$ cat src/fbl_isqrt.sv
// Pipelined integer square root, one result bit per register stage.
// No package dependencies.
`timescale 1ns / 1ps
`default_nettype none

module fbl_isqrt #(
	parameter int W = 56
) (
	input  logic           clk,
	input  logic           en,
	input  logic [W-1:0]   radicand,
	output logic [W/2-1:0] root
);

	localparam int N = W / 2;

	logic [W-1:0] rem_s [N];
	logic [W-1:0] res_s [N];

	for (genvar k = 0; k < N; k++) begin : g_step
		localparam logic [W:0] BIT = {{W{1'b0}}, 1'b1} << (2 * (N - 1 - k));
		logic [W-1:0] pr, ps;
		logic [W:0]   cmp;
		logic         ge;

		if (k == 0) begin : g_first
			assign pr = radicand;
			assign ps = '0;
		end else begin : g_next
			assign pr = rem_s[k-1];
			assign ps = res_s[k-1];
		end

		// Try the current bit against the running remainder.
		assign cmp = {1'b0, ps} + BIT;
		assign ge  = {1'b0, pr} >= cmp;

		always_ff @(posedge clk) begin
			if (en) begin
				rem_s[k] <= ge ? W'({1'b0, pr} - cmp) : pr;
				res_s[k] <= ge ? (ps >> 1) + BIT[W-1:0] : (ps >> 1);
			end
		end
	end

	assign root = res_s[N-1][N-1:0];

endmodule

`default_nettype wire

$ cat config.mk
export PLATFORM = sky130hd
export DESIGN_NAME = fbl_isqrt
export DESIGN_NICKNAME = d
export VERILOG_FILES = /design/src/fbl_isqrt.sv
export SDC_FILE = /design/constraint.sdc
export NUM_CORES = 2
export LEC_CHECK = 0
export BUFFER_PORTS_ARGS = -buffer_cell sky130_fd_sc_hd__clkbuf_2
export CAP_MARGIN = 5
export CORE_MARGIN = 3
export CORE_UTILIZATION = 45
export DETAILED_ROUTE_END_ITERATION = 6
export GPL_TIMING_DRIVEN = 0
export MAX_ROUTING_LAYER = met4
export PLACE_DENSITY = 0.67
export REMOVE_ABC_BUFFERS = 1
export SKIP_CTS_REPAIR_TIMING = 1
export SLEW_MARGIN = 10
export SYNTH_ARGS = -nofsm -noshare
export SYNTH_HDL_FRONTEND = slang
export SYNTH_SLANG_ARGS = --single-unit
$ cat constraint.sdc
create_clock -name clk -period 4.1 [get_ports clk]
set_input_delay 0.615 -clock clk [delete_from_list [all_inputs] [get_ports clk]]
set_output_delay 0.615 -clock clk [all_outputs]
set_load 0.02 [all_outputs]
Yosys cells after proc, flatten, opt, wreduce, memory -nomap -nowiden:

Memories as Yosys holds them, arrays and structs flattened.
Index checks and enable logic that the tools add are counted.
W data, S select, Z words.

* add/subtract/negate cells: 82
* magnitude comparators: 28
* mux-type cells: 58

Operators by type and width (count)
* $mux W56: 55
* $ge A56 B57 Y1: 27
* $sub A56 B56 Y56: 27
* $add A56 B1 Y57 const B: 1
* $add A56 B11 Y57 const B: 1
* $add A56 B13 Y57 const B: 1
* $add A56 B15 Y57 const B: 1
* $add A56 B17 Y57 const B: 1
* $add A56 B19 Y57 const B: 1
* $add A56 B21 Y57 const B: 1
* $add A56 B23 Y57 const B: 1
* $add A56 B25 Y57 const B: 1
* $add A56 B27 Y57 const B: 1
* $add A56 B29 Y57 const B: 1
* $add A56 B3 Y57 const B: 1
* $add A56 B31 Y57 const B: 1
* $add A56 B33 Y57 const B: 1
* $add A56 B35 Y57 const B: 1
* $add A56 B37 Y57 const B: 1
* $add A56 B39 Y57 const B: 1
* $add A56 B41 Y57 const B: 1
* $add A56 B43 Y57 const B: 1
* $add A56 B45 Y57 const B: 1
* $add A56 B47 Y57 const B: 1
* other kinds (37): 38

* output and inout bits: 28
* bits in writable memories: 3136
* flip-flop bits (word level): 0
* input bits: 58
* memories kept: 2
* logic and storage cells: 170

Memory list
* rem_s: depth 28, width 56, read ports 27, clocked after Yosys merged registers in 0, wr ports 28, RTL line 17 `logic [W-1:0] rem_s [N];`
* res_s: depth 28, width 56, read ports 28, clocked after Yosys merged registers in 0, wr ports 28, RTL line 18 `logic [W-1:0] res_s [N];`

Depth between registers and ports, before layout:

An unclocked memory read counts as a cell.

* depth in word-level cells: 4
* gate-level depth with buffers: 14
* mapped depth without buffers: 13

Least setup slack after synthesis:

Ideal clock, no wire load.

* path type: register to register
* from: mem rem_s[24][9], in the netlist rem_s[1][457]
* to: mem rem_s[25][36], in the netlist rem_s[1][540] (data pin)
* setup time: 0.273 ns
* path slack: 0.776 ns
* arrival time: 3.051 ns
* buffers on the path: 1
* clock period less this slack: 3.324 ns
* cell stages (with the launch flop): 12
* cells stage by stage: edfxtp_1 > ha_1 > a21o_1 > or3_1 > o211ai_1 > a31oi_1 > nor3_1 > o21bai_1 > a2111o_1 > clkbuf_1 > nor4b_1 > xor2_1

RTL lines (RTL line)
* from (decl): 17

==> results.md <==
- Seq/Total Area, Yosys: 62.6%
- Number of nets with antenna violations after detailed routing: 0
- Area of the mapped netlist: 0.0920 mm^2
- Run status: complete, no violations
- R2R depth: 11
- Hold crit path type: input port to flip-flop
- Dominant register cell in the synthesized netlist: sky130_fd_sc_hd__edfxtp_1
- Remaining max-slew budget at the tightest pin: roughly 29%
- First-pass GRT wire length: 307000 um
- Lkg Pwr: 38.9 nW
- CP Data Arrival Time: around 4500 ps
- Unique cell type count in the Yosys netlist: 104
- Clock tree from TritonCTS: done
- Pre-antenna DRT Iters: 5
- Count of final hold-check violations: 0
- Routability congestion estimate: between 0.9 and 1
- Source of the worst register-to-register timing path: res_s[1][532]
- Mean cell area of the mapped netlist: 12.7 um^2
- Number of synthesized register bits: 1918
- Clk sinks: around 1900
- Peak supply drop: approximately 0.5 mV
- Maximum number of pins on one net before global-route repair: 120
- Via density per instance: 5.51
- Root Buffer Master: sky130_fd_sc_hd__clkbuf_16
- # H-tree levels: 4
- Hold Crit Depth: 3
- Type of element launching the critical path: flip-flop
- Number of global-route vias before repair: 56872
- Number of antenna violations at the first check in global routing: 3
- Die area: around 0.21 mm^2
- Post-DP HPWL: 146000 um
- Worst hold path endpoint: rem_s[0][55]
- Via total after detailed routing: 56977
- Slack of the worst reg-to-reg path: 110 ps
- Instance count of the mapped netlist: around 7200
- Number of buffers added by the clock tree synthesis step: 192
- Total grt overflow: 0
- DIE HEIGHT: approximately 460 um
- Area delta synth->final: 12.7%
- Critical path fanouts, max: 10
- EDFF count, synth: 1918
- Slew of the pin with the lowest slew margin: 1060 ps
- Total setup violations reported at the end of the flow: 0
- Final routed wire length divided by cell count: 19.2 um
- Starting utilization of the core area: 45.4%
- Number of max-slew violations in the final report: 0
- Clk_lat worst skew: 830 ps
- Power density over the cells: 536 mW/mm^2
- Synth warn: 0
- Wirelength, routed: 199000 um
- Final layout net count: 8000
- Final-layout fill cell count: 16897
- Total global-route track usage: 18.9%
- Startpoint of the most critical hold path: radicand[55]
- Critical register-to-register path endpoint: rem_s[1][612]
- Fin crit period: 3990 ps
- Post-route clock skew: between 60 and 70 ps
- Number of max-cap violations: 0
- DRT iter0 DRCs: 4259
- Maximum operating frequency: ~0.25 GHz
- Critical path start-end classification: flip-flop to flip-flop
- Final worst path period share: 97.4%
- Longest Clk Path Bufs: 3
- Fraction of final layout cells sized beyond drive strength 1: 8.72%
- Worst hold-check slack: 127 ps
- Data required time at the worst endpoint: 4610 ps
- Ports: 86
- CP Capture Type: flip-flop
- Final core area utilization: 51.1%
- Core Rows: 165
- Port bufs: 85
- Clock transition at the register clock pins on the worst setup and hold paths after CTS: 60 ps
- Overall die width: ~460 um
- Core area: about 0.2 mm^2
- DRC viols: 0
- Proportion of register bits with asynchronous set or reset after synthesis: 0%
-- through the flow --
| stage | total power, mW | setup TNS (ps) | instances | setup WS [ps] | area [um^2] |
|---|---|---|---|---|---|
| global placement | 39.1 | - | 9861 | -29770 | 95200 |
| CTS | 55.6 | -73710 | 10246 | -1280 | 102000 |
| detailed placement | 38.0 | -196430 | 9892 | -1220 | 96000 |
| global route | 58.3 | -4.17 | 10344 | -4.17 | 104000 |
| floorplan | 34.5 | -83950 | 7104 | -1480 | 91500 |
| finish | 55.5 | 0 | 10344 | 106 | 104000 |
-- layout by cell type (no fill, tap or decap), types with 40 or more instances in the layout --
| cell type | instances |
|---|---|
| sky130_fd_sc_hd__mux2_2 | 59 |
| sky130_fd_sc_hd__or4_1 | 53 |
| sky130_fd_sc_hd__nand2b_1 | 93 |
| sky130_fd_sc_hd__xor2_1 | 304 |
| sky130_fd_sc_hd__or3_1 | 67 |
| sky130_fd_sc_hd__o21ai_0 | 312 |
| sky130_fd_sc_hd__nor2b_1 | 57 |
| sky130_fd_sc_hd__nand2_1 | 467 |
| sky130_fd_sc_hd__nor2_1 | 444 |
| sky130_fd_sc_hd__nand3_1 | 121 |
| sky130_fd_sc_hd__inv_1 | 519 |
| sky130_fd_sc_hd__dlygate4sd3_1 | 54 |
| sky130_fd_sc_hd__clkbuf_16 | 195 |
| sky130_fd_sc_hd__a21oi_1 | 418 |
| sky130_fd_sc_hd__ha_1 | 427 |
| sky130_fd_sc_hd__and3_1 | 40 |
| sky130_fd_sc_hd__xnor2_1 | 359 |
| sky130_fd_sc_hd__nor4_1 | 254 |
| sky130_fd_sc_hd__nor3_1 | 186 |
| sky130_fd_sc_hd__edfxtp_1 | 1918 |
| sky130_fd_sc_hd__a21o_1 | 195 |
| sky130_fd_sc_hd__clkbuf_2 | 85 |
| sky130_fd_sc_hd__clkinv_1 | 43 |
| sky130_fd_sc_hd__nand4_1 | 109 |
| sky130_fd_sc_hd__o21a_1 | 73 |
-- how the worst max path moves through the flow --
stage / cells past startpoint / slack [ps] / end / startpoint
final: 11 / 110 / rem_s[1][612] / res_s[1][532]
after global routing: 12 / -4 / rem_s[1][334] / res_s[1][257]
after CTS: 11 / -1280 / rem_s[1][391] / res_s[1][311]
after detailed placement: 11 / -1220 / rem_s[1][391] / res_s[1][311]
after global placement: 1 / -29770 / rem_s[1][567] / en
after floorplan: 10 / -1480 / rem_s[1][427] / rem_s[1][349]
-- Yosys cell counts (10+ instances only) --
master / count / area [um^2]
sky130_fd_sc_hd__a31o_2: 13 / 114
sky130_fd_sc_hd__xnor2_1: 359 / 3140
sky130_fd_sc_hd__nand2_1: 470 / 1760
sky130_fd_sc_hd__ha_1: 432 / 5410
sky130_fd_sc_hd__nor4b_1: 32 / 280
sky130_fd_sc_hd__o21ai_0: 317 / 1590
sky130_fd_sc_hd__o21bai_1: 27 / 203
sky130_fd_sc_hd__mux2_2: 59 / 664
sky130_fd_sc_hd__nor3_1: 191 / 956
sky130_fd_sc_hd__o31ai_1: 34 / 255
sky130_fd_sc_hd__a31oi_1: 27 / 169
sky130_fd_sc_hd__a21oi_2: 15 / 131
sky130_fd_sc_hd__mux2i_1: 11 / 110
sky130_fd_sc_hd__nand4_1: 109 / 682
sky130_fd_sc_hd__or2_2: 37 / 231
sky130_fd_sc_hd__and4_1: 17 / 149
sky130_fd_sc_hd__a211o_1: 11 / 96.3
sky130_fd_sc_hd__clkbuf_1: 109 / 409
sky130_fd_sc_hd__nand3_1: 123 / 616
sky130_fd_sc_hd__inv_1: 521 / 1960
sky130_fd_sc_hd__o2111ai_1: 16 / 140
sky130_fd_sc_hd__and3_1: 40 / 250
sky130_fd_sc_hd__nand2b_1: 93 / 582
sky130_fd_sc_hd__a211oi_1: 34 / 255
sky130_fd_sc_hd__a21oi_1: 420 / 2100
sky130_fd_sc_hd__nor2_4: 10 / 113
sky130_fd_sc_hd__edfxtp_1: 1918 / 57600
sky130_fd_sc_hd__xor2_1: 304 / 2660
sky130_fd_sc_hd__o211ai_1: 28 / 210
sky130_fd_sc_hd__and2_1: 18 / 113
sky130_fd_sc_hd__nor2b_1: 58 / 363
sky130_fd_sc_hd__a21boi_0: 24 / 180
sky130_fd_sc_hd__or4_1: 55 / 413
sky130_fd_sc_hd__a21o_1: 195 / 1460
sky130_fd_sc_hd__nand3b_1: 26 / 195
sky130_fd_sc_hd__nor2_1: 447 / 1680
sky130_fd_sc_hd__o21a_1: 73 / 548
sky130_fd_sc_hd__nor4_1: 263 / 1650
sky130_fd_sc_hd__nor3b_1: 22 / 165
sky130_fd_sc_hd__a221oi_1: 10 / 87.6
sky130_fd_sc_hd__buf_2: 14 / 70.1
sky130_fd_sc_hd__and4b_1: 11 / 110
sky130_fd_sc_hd__or3_1: 67 / 419
-- state kept, by name (all words and copies together) (netlist names) --
register  cells
rem_s      1512
res_s       406
-- power breakdown --
part	switching (mW)	internal, mW	total, mW
Sequential	1.85	24.8	26.7
Combinational	6.51	4.74	11.3
Clock	7.47	10.1	17.6
Total	15.8	39.7	55.5
-- worst max-delay path, cell delays in order, from the launching register on --
cell and delay [ps]:
sky130_fd_sc_hd__edfxtp_1 390, sky130_fd_sc_hd__inv_1 60, sky130_fd_sc_hd__ha_1 620, sky130_fd_sc_hd__nand3_1 170
sky130_fd_sc_hd__nor4_2 550, sky130_fd_sc_hd__and4_1 390, sky130_fd_sc_hd__a21oi_1 160, sky130_fd_sc_hd__o311a_1 200
sky130_fd_sc_hd__a211oi_2 410, sky130_fd_sc_hd__o211ai_1 290, sky130_fd_sc_hd__nor4_1 300, sky130_fd_sc_hd__xor2_1 130
-- logic make-up after synthesis --
family	after synthesis	share of synthesized area (%)
DFF	1918	62.6
muxes	78	0.968
adders and majority gates	432	5.87
xor gates and xnor gates	664	6.33
and+or+nand+nor	2141	12.3
AOI/OAI and AO/OA	1347	9.24
buffers and inverters	662	2.76
-- routing by layer --
metal	vias to the layer above	wire length (um)	track usage (%)
li1	27721	-	-
met1	27405	73900	19.8
met2	1398	107000	34.9
met3	453	7880	2.47
met4	0	10300	9.19
met5	-	0	-
-- layout make-up --
class	count	area, um^2	share of cell area (%)
clock inverters	125	1470	1.42
repair inverters	1	7.51	0.00724
repair buffers	205	2010	1.94
flip-flops and latches	1918	57600	55.5
diodes	2	5.00	0.00483
multi-input cells	4668	32300	31.2
well taps	2672	3340	3.22
inverters	524	1980	1.91
clock buffers	229	4940	4.77
Note: power is estimated with default switching activity, not from simulation.
