[src/fbl_pkg.sv]
// Shared types and constants for the four-bar linkage solver.
// No dependencies; the top level and fbl_taylor import this package.
`timescale 1ns / 1ps
`default_nettype none

package fbl_pkg;

	// Angle scaling and series length of the unit-circle evaluator.
	localparam int          UNIT_Q       = 30;
	localparam int          GUARD_Q      = 10;
	localparam int          TAYLOR_TERMS = 16;
	localparam logic [32:0] TWO_PI_Q30   = 33'h1921FB544;

	// Register reset values.
	localparam logic [15:0] CRANK_RST   = 16'd4096;
	localparam logic [15:0] COUPLER_RST = 16'd16384;
	localparam logic [15:0] ROCKER_RST  = 16'd8192;
	localparam logic [15:0] GROUND_RST  = 16'd16384;

	// Register index, taken from paddr[3:2].
	typedef enum logic [1:0] {
		REG_CRANK   = 2'd0,
		REG_COUPLER = 2'd1,
		REG_ROCKER  = 2'd2,
		REG_GROUND  = 2'd3
	} reg_idx_t;

	// State handed from one series term to the next.
	typedef struct packed {
		logic        [31:0] t;
		logic        [30:0] phi;
		logic signed [33:0] cs;
		logic signed [33:0] sn;
	} taylor_t;

endpackage

`default_nettype wire

[src/fbl_taylor.sv]
// One term of the cosine/sine series, three register stages deep.
// Depends on fbl_pkg for the term state struct.
`timescale 1ns / 1ps
`default_nettype none

module fbl_taylor import fbl_pkg::*; #(
	parameter int N = 1
) (
	input  logic    clk,
	input  logic    en,
	input  taylor_t d_in,
	output taylor_t d_out
);

	// Floor division by N as a reciprocal multiply with one correction step.
	localparam int          RECIP_K = 35;
	localparam logic [35:0] RECIP_M = 36'((64'd1 << RECIP_K) / N);
	localparam logic [4:0]  DIV_N   = 5'(N);
	localparam bit          ODD     = (N % 2) == 1;
	localparam bit          NEG     = ODD ? (((N - 1) / 2) % 2 == 1) : ((N / 2) % 2 == 1);

	logic        [31:0] p_s1, p_s2, e_s2, t_s3;
	logic        [30:0] phi_s1, phi_s2, phi_s3;
	logic signed [33:0] cs_s1, cs_s2, cs_s3, sn_s1, sn_s2, sn_s3;

	logic [63:0] prod1;
	logic [67:0] prod2;
	logic [36:0] eprod, rem;
	logic [31:0] q;
	logic signed [33:0] qs, cs_n, sn_n;

	// Stage 1: multiply the previous term by the angle.
	assign prod1 = 64'(d_in.t) * 64'(d_in.phi);

	// Stage 2: reciprocal estimate of the quotient.
	assign prod2 = 68'(p_s1) * 68'(RECIP_M);

	// Stage 3: fix the estimate and fold the term into its sum.
	always_comb begin
		eprod = 37'(e_s2) * 37'(DIV_N);
		rem   = 37'(p_s2) - eprod;
		q     = (rem >= 37'(DIV_N)) ? e_s2 + 32'd1 : e_s2;
		qs    = $signed({2'b00, q});
		cs_n  = cs_s2;
		sn_n  = sn_s2;
		if (ODD) begin
			sn_n = NEG ? sn_s2 - qs : sn_s2 + qs;
		end else begin
			cs_n = NEG ? cs_s2 - qs : cs_s2 + qs;
		end
	end

	always_ff @(posedge clk) begin
		if (en) begin
			p_s1   <= prod1[61:30];
			phi_s1 <= d_in.phi;
			cs_s1  <= d_in.cs;
			sn_s1  <= d_in.sn;
			e_s2   <= prod2[66:35];
			p_s2   <= p_s1;
			phi_s2 <= phi_s1;
			cs_s2  <= cs_s1;
			sn_s2  <= sn_s1;
			t_s3   <= q;
			phi_s3 <= phi_s2;
			cs_s3  <= cs_n;
			sn_s3  <= sn_n;
		end
	end

	assign d_out = '{t: t_s3, phi: phi_s3, cs: cs_s3, sn: sn_s3};

endmodule

`default_nettype wire

[config.mk]
export PLATFORM = sky130hd
export DESIGN_NAME = fbl_taylor
export DESIGN_NICKNAME = d
export VERILOG_FILES = /design/src/fbl_pkg.sv /design/src/fbl_taylor.sv
export SDC_FILE = /design/constraint.sdc
export NUM_CORES = 2
export LEC_CHECK = 0
export ABC_AREA = 1
export BUFFER_PORTS_ARGS = -buffer_cell sky130_fd_sc_hd__buf_4
export CAP_MARGIN = 15
export CELL_PAD_IN_SITES_DETAIL_PLACEMENT = 1
export CELL_PAD_IN_SITES_GLOBAL_PLACEMENT = 1
export CORE_MARGIN = 2
export CORE_UTILIZATION = 40
export CTS_CLUSTER_DIAMETER = 60
export DETAILED_ROUTE_END_ITERATION = 10
export HOLD_SLACK_MARGIN = 0.02
export PLACE_DENSITY_LB_ADDON = 0.1
export REMOVE_ABC_BUFFERS = 1
export SYNTH_ARGS = -nofsm -noshare
export SYNTH_HDL_FRONTEND = slang
export SYNTH_SLANG_ARGS = --single-unit
[constraint.sdc]
create_clock -name clk -period 8.1 [get_ports clk]
set_input_delay 1.62 -clock clk [delete_from_list [all_inputs] [get_ports clk]]
set_output_delay 1.62 -clock clk [all_outputs]
set_load 0.005 [all_outputs]
Word level (Yosys, flattened, before mapping)
Index checks and enable logic that the tools add are counted.
- register bits: 393
- input port bits: 133
- add/sub/neg operators: 3
- multipliers: 1
- order comparisons: 1
- mux-type cells: 1
- operators with widths (cell ; number):
    multiplier 32 x 31 -> 62 bit ; 1
    greater-or-equal comparator 37 x 1 -> 1 bit, second input constant ; 1
    adder 34 x 33 -> 34 bit ; 1
    subtractor 32 x 32 -> 33 bit ; 1
    adder 32 x 1 -> 32 bit, second input constant ; 1
    two-way mux 32 bit ; 1

Depth between registers and ports, before layout
- depth in word-level cells: 4
- gate-level depth with buffers: 32

Least setup slack after synthesis
No wires, ideal clock.
- kind: input port to flip-flop
- from: in d_in[99] in the netlist's numbering
- to: reg p_s1[27], data pin
- library setup time: 252 ps
- arrival time: 7511 ps
- setup slack: 337 ps
- stages on the path: 24
- cells stage by stage: clkbuf_1 -> buf_1 -> nand2_1 -> fa_1 -> inv_1 -> fa_1 -> fa_1 -> fa_1 -> fa_1 -> fa_1 -> fa_1 -> inv_1 -> fa_1 -> inv_1 -> ha_1 -> nand2_1 -> nor2_1 -> inv_1 -> nor2_1 -> inv_1 -> nor3_1 -> nand2_1 -> nand3_1 -> nand2_1
- word-level cells in the longest chain between the ends: 1
- ends and longest elaborated chain (what ; RTL line ; text):
    start: declaration ; fbl_taylor.sv:11 ; input taylor_t d_in,
    multiplier 32 x 31 -> 62 bit ; fbl_taylor.sv:33 ; assign prod1 = 64'(d_in.t) * 64'(d_in.phi);
    via prod1[57] ; fbl_taylor.sv:26 ; logic [63:0] prod1;
    end signal: assignment ; fbl_taylor.sv:55 ; p_s1 <= prod1[61:30];
    end: declaration ; fbl_taylor.sv:22 ; logic [31:0] p_s1, p_s2, e_s2, t_s3;
The timed path passes the listed nets, and every way through them passes these cells.
A chain may end at the register's enable or synchronous reset.

Worst setup path after layout
- from: in d_in[111] in the netlist's numbering
- to: reg p_s1[25], data pin
Same word-level chain as after synthesis.

==> impl_summary.log <==
INFO  metric run_status = complete, no violations
INFO  metric syn_area_per_cell = 9.03 um2
INFO  metric synth-seq-cells = 393
INFO  metric drt_pre_antenna_iters = 5
INFO  metric netlist_area = about 47000 um2
INFO  metric hold_start = phi_s1[21]$_DFFE_PP_
INFO  metric sum_of_negative_setup_slack = 0 ns
INFO  metric average_detailed_routed_wire_length_per_instance = between 15 and 20 um
INFO  metric holdCritPathClass = register to register
INFO  metric synth.area.mux_share = 0%
INFO  metric routed_via_density = 4.77
INFO  metric largest_family_of_logic_cells_by_synthesized_area = adder cells
INFO  metric place_congestion = roughly 0.90
INFO  metric first_global_vias = 39100
INFO  metric clk_latency = 0.59 ns
INFO  metric fin_worst_skew = 0.0224 ns
INFO  metric synthXorXnorAreaFrac = 0.703%
INFO  metric hold_viol = 0
INFO  metric nNetsFinal = 6946
INFO  metric post_synthesis_simple_gate_area_fraction = 13.9%
INFO  metric track_usage = 24.2%
INFO  metric startpoint_type = input port
INFO  metric final_max_slew_viol_count = 0
INFO  metric post_synth_fa_ha_maj_area_fraction = 43.9%
INFO  metric diodes = 0
INFO  metric start_util = between 40% and 50%
INFO  metric cts_repair_resize_count = 0
INFO  metric design.core.area = approximately 120000 um2
INFO  metric grt_antenna_before_repair = 4
INFO  metric maxClockFrequency = 129 MHz
INFO  metric netlist.top_cell.by_area = sky130_fd_sc_hd__fa_1
INFO  metric number_of_instances_in_the_synthesized_netlist = 5244
INFO  metric count_of_nets_left_with_antenna_violations_after_detail_routing = 0
INFO  metric crit_path_top_delay_cell = sky130_fd_sc_hd__fa_1
INFO  metric synth-edff-count = between 300 and 400
INFO  metric cts_sink_count = about 390
INFO  metric setup.worst_path.class = input port to register
INFO  metric minimum_period_implied_by_the_final_worst_setup_slack = between 7 and 8 ns
INFO  metric postCtsSetupRepairBufs = 0
INFO  metric synth.distinct_cells = 37
INFO  metric row_count = 126
INFO  metric die-height = 348 um
INFO  metric cts_made_buffers = 42
INFO  metric clk_path_buf_depth = 3
INFO  metric grt_start_max_net_pins = roughly 100
INFO  metric synth_warnings = 0
INFO  metric cts.hold.buffers_added = 0
INFO  metric synth_seq_area_share = 24.9%
INFO  metric slew_at_the_pin_closest_to_its_max_slew_limit = 1.05 ns
INFO  metric unrepaired_setup_endpoints_after_global_routing = false
INFO  metric cts_root_buf = sky130_fd_sc_hd__clkbuf_16
INFO  metric numPortBuffers = between 200 and 300
INFO  metric hold-path-cell-count = 0
INFO  metric most_common_cell_after_layout_fill_and_taps_aside = sky130_fd_sc_hd__inv_1
INFO  metric timing.reg2reg.worst_path_depth = 9
INFO  metric worst-endpoint-arrival = 8.08 ns
INFO  metric most-common-layout-cells = sky130_fd_sc_hd__inv_1, sky130_fd_sc_hd__nand2_1, sky130_fd_sc_hd__fa_1
INFO  metric worstSetupEndpointType = register
INFO  metric timing.hold.worst_endpoint = phi_s2[21]$_DFFE_PP_
INFO  metric timing.critical_path.mode_cell = sky130_fd_sc_hd__fa_1
INFO  metric layout-drive-gt1-share = 11.5%
INFO  metric synth_compound_area_share = 2.85%
INFO  metric detailedRoute.firstIterationViolations = 1441
INFO  metric grt_overflow_total = 0
INFO  metric stdcell_count = 7239
INFO  metric post_route_drc_violation_count = 0
INFO  metric yosys_most_used_dff = sky130_fd_sc_hd__edfxtp_1
INFO  metric chipWidth = around 350 um
INFO  metric critical_path.max_fanout = 17
INFO  metric timing.rr.start = e_s2[0]$_DFFE_PP_
INFO  metric place.detailed.instances = approximately 7000
INFO  metric max-slew-margin-rel = ~30%
INFO  metric postSynth.asyncResetShare = 0%
INFO  metric worst-endpoint-required = 8.43 ns
INFO  metric fin_hold_ws = 0.405 ns
INFO  metric critical_path.n_buffers_inverters = 8
INFO  metric detailroute.via_count = roughly 35000
INFO  metric grt_pass1_wl = 224 mm
INFO  metric setup-violations-final = 0
INFO  metric place.detailed.hpwl = roughly 120 mm
INFO  metric area_growth_syn_to_layout = 15.3%
INFO  metric detail_route.wirelength = 142 mm
INFO  metric critPathTopFamily = adder cells
INFO  metric htree_num_levels = 2
INFO  metric cts_tree = yes
INFO  metric synthTopCellsByArea = sky130_fd_sc_hd__fa_1, sky130_fd_sc_hd__edfxtp_1, sky130_fd_sc_hd__inv_1
INFO  metric critical-path-max-stage-delay = ~0.63 ns
INFO  metric final_min_period_over_clock_period = 95.7%
INFO  metric critical_path.reg2reg.endpoint = sn_s3[26]$_DFFE_PP_
INFO  metric r2r_setup_slack = around 5.4 ns
INFO  metric fp.dieArea = 121000 um2
INFO  metric synth_top_area_share = 36.6%
INFO  metric top_level_ports = between 200 and 300
INFO  metric clk_transition_reported_paths = roughly 0.06 ns
INFO  metric max_cap_violations = 0
stage by stage:
step	cell area (um2)	setup slack [ns]	utilization, %
floorplan	46700	0.689	-
global placement	53100	-0.180	45.1
detailed placement	53100	-0.249	45.1
CTS	54600	0.367	46.4
global route	54600	0.0648	46.4
finish	54600	0.351	46.4
sequential cells by signal (all words and copies together), names as in the netlist, 34 cells and up:
| register | cells |
|---|---|
| cs_n | 34 |
| sn_s2 | 34 |
| sn_s3 | 34 |
| cs_s1 | 34 |
| sn_s1 | 34 |
| cs_s3 | 34 |
worst max-delay path by stage:
stage	start	end	slack, ns	cells past startpoint
global placement	d_in[119]	p_s1[25]$_DFFE_PP_	-0.18	26
CTS	d_in[111]	p_s1[25]$_DFFE_PP_	0.37	26
global route	d_in[111]	p_s1[12]$_DFFE_PP_	0.06	26
floorplan	d_in[89]	p_s1[27]$_DFFE_PP_	0.69	24
detailed placement	d_in[111]	p_s1[25]$_DFFE_PP_	-0.25	26
finish	d_in[111]	p_s1[25]$_DFFE_PP_	0.35	26
synthesized netlist by cell type, types with 4 or more instances:
library cell and number:
sky130_fd_sc_hd__inv_1 1544, sky130_fd_sc_hd__nand2_1 1395, sky130_fd_sc_hd__a21boi_0 4, sky130_fd_sc_hd__a21o_1 11, sky130_fd_sc_hd__clkbuf_1 187, sky130_fd_sc_hd__xnor2_1 9
sky130_fd_sc_hd__o21bai_1 16, sky130_fd_sc_hd__nor2_2 5, sky130_fd_sc_hd__nand3_1 67, sky130_fd_sc_hd__ha_1 279, sky130_fd_sc_hd__nor3_1 9, sky130_fd_sc_hd__fa_1 865
sky130_fd_sc_hd__a21oi_1 122, sky130_fd_sc_hd__xor2_1 29, sky130_fd_sc_hd__nand4_1 17, sky130_fd_sc_hd__o21ai_0 69, sky130_fd_sc_hd__o21a_1 6, sky130_fd_sc_hd__nor2_1 179
sky130_fd_sc_hd__nor4_1 5, sky130_fd_sc_hd__edfxtp_1 393, sky130_fd_sc_hd__nand3b_1 5, sky130_fd_sc_hd__o21ai_2 4
area by class of cell:
class,count,area [um2]
multi-input combinational,3116,29100
clock buffer,47,1090
clock inverter,31,369
tap,1536,1920
inverter,1546,5800
timing repair buffer,570,4560
fill,13700,63200
sequential,393,11800
worst reg2reg max path, cell delays in order, from the launching register on:
cell	delay (ns)
sky130_fd_sc_hd__edfxtp_1	0.37
sky130_fd_sc_hd__ha_1	0.25
sky130_fd_sc_hd__inv_1	0.12
sky130_fd_sc_hd__fa_1	0.43
sky130_fd_sc_hd__o21ai_2	0.29
sky130_fd_sc_hd__a21boi_2	0.15
sky130_fd_sc_hd__o21ai_0	0.35
sky130_fd_sc_hd__nand2_1	0.12
sky130_fd_sc_hd__nand3_1	0.18
sky130_fd_sc_hd__xor2_1	0.27
logic make-up (layout without fill, tap and decap cells):
group / after synthesis / in the layout
DFF: 393 / 393
and+or+nand+nor: 1691 / 1691
xor gates and xnor gates: 38 / 38
adders and majority gates: 1144 / 1144
buffers and inverters: 1735 / 2194
AOI/OAI and AO/OA: 243 / 243
routing by layer:
layer,part of all wire (%),global-route usage (%),up-vias
li1,-,-,16000
met1,43,31.5,17800
met2,51,44.1,566
met3,3.2,1.66,132
met4,2.0,4.90,2
met5,0.0092,0,-
Power is not shown: default switching activity piles up to over one toggle a cycle in this logic, so the estimate is an artifact.
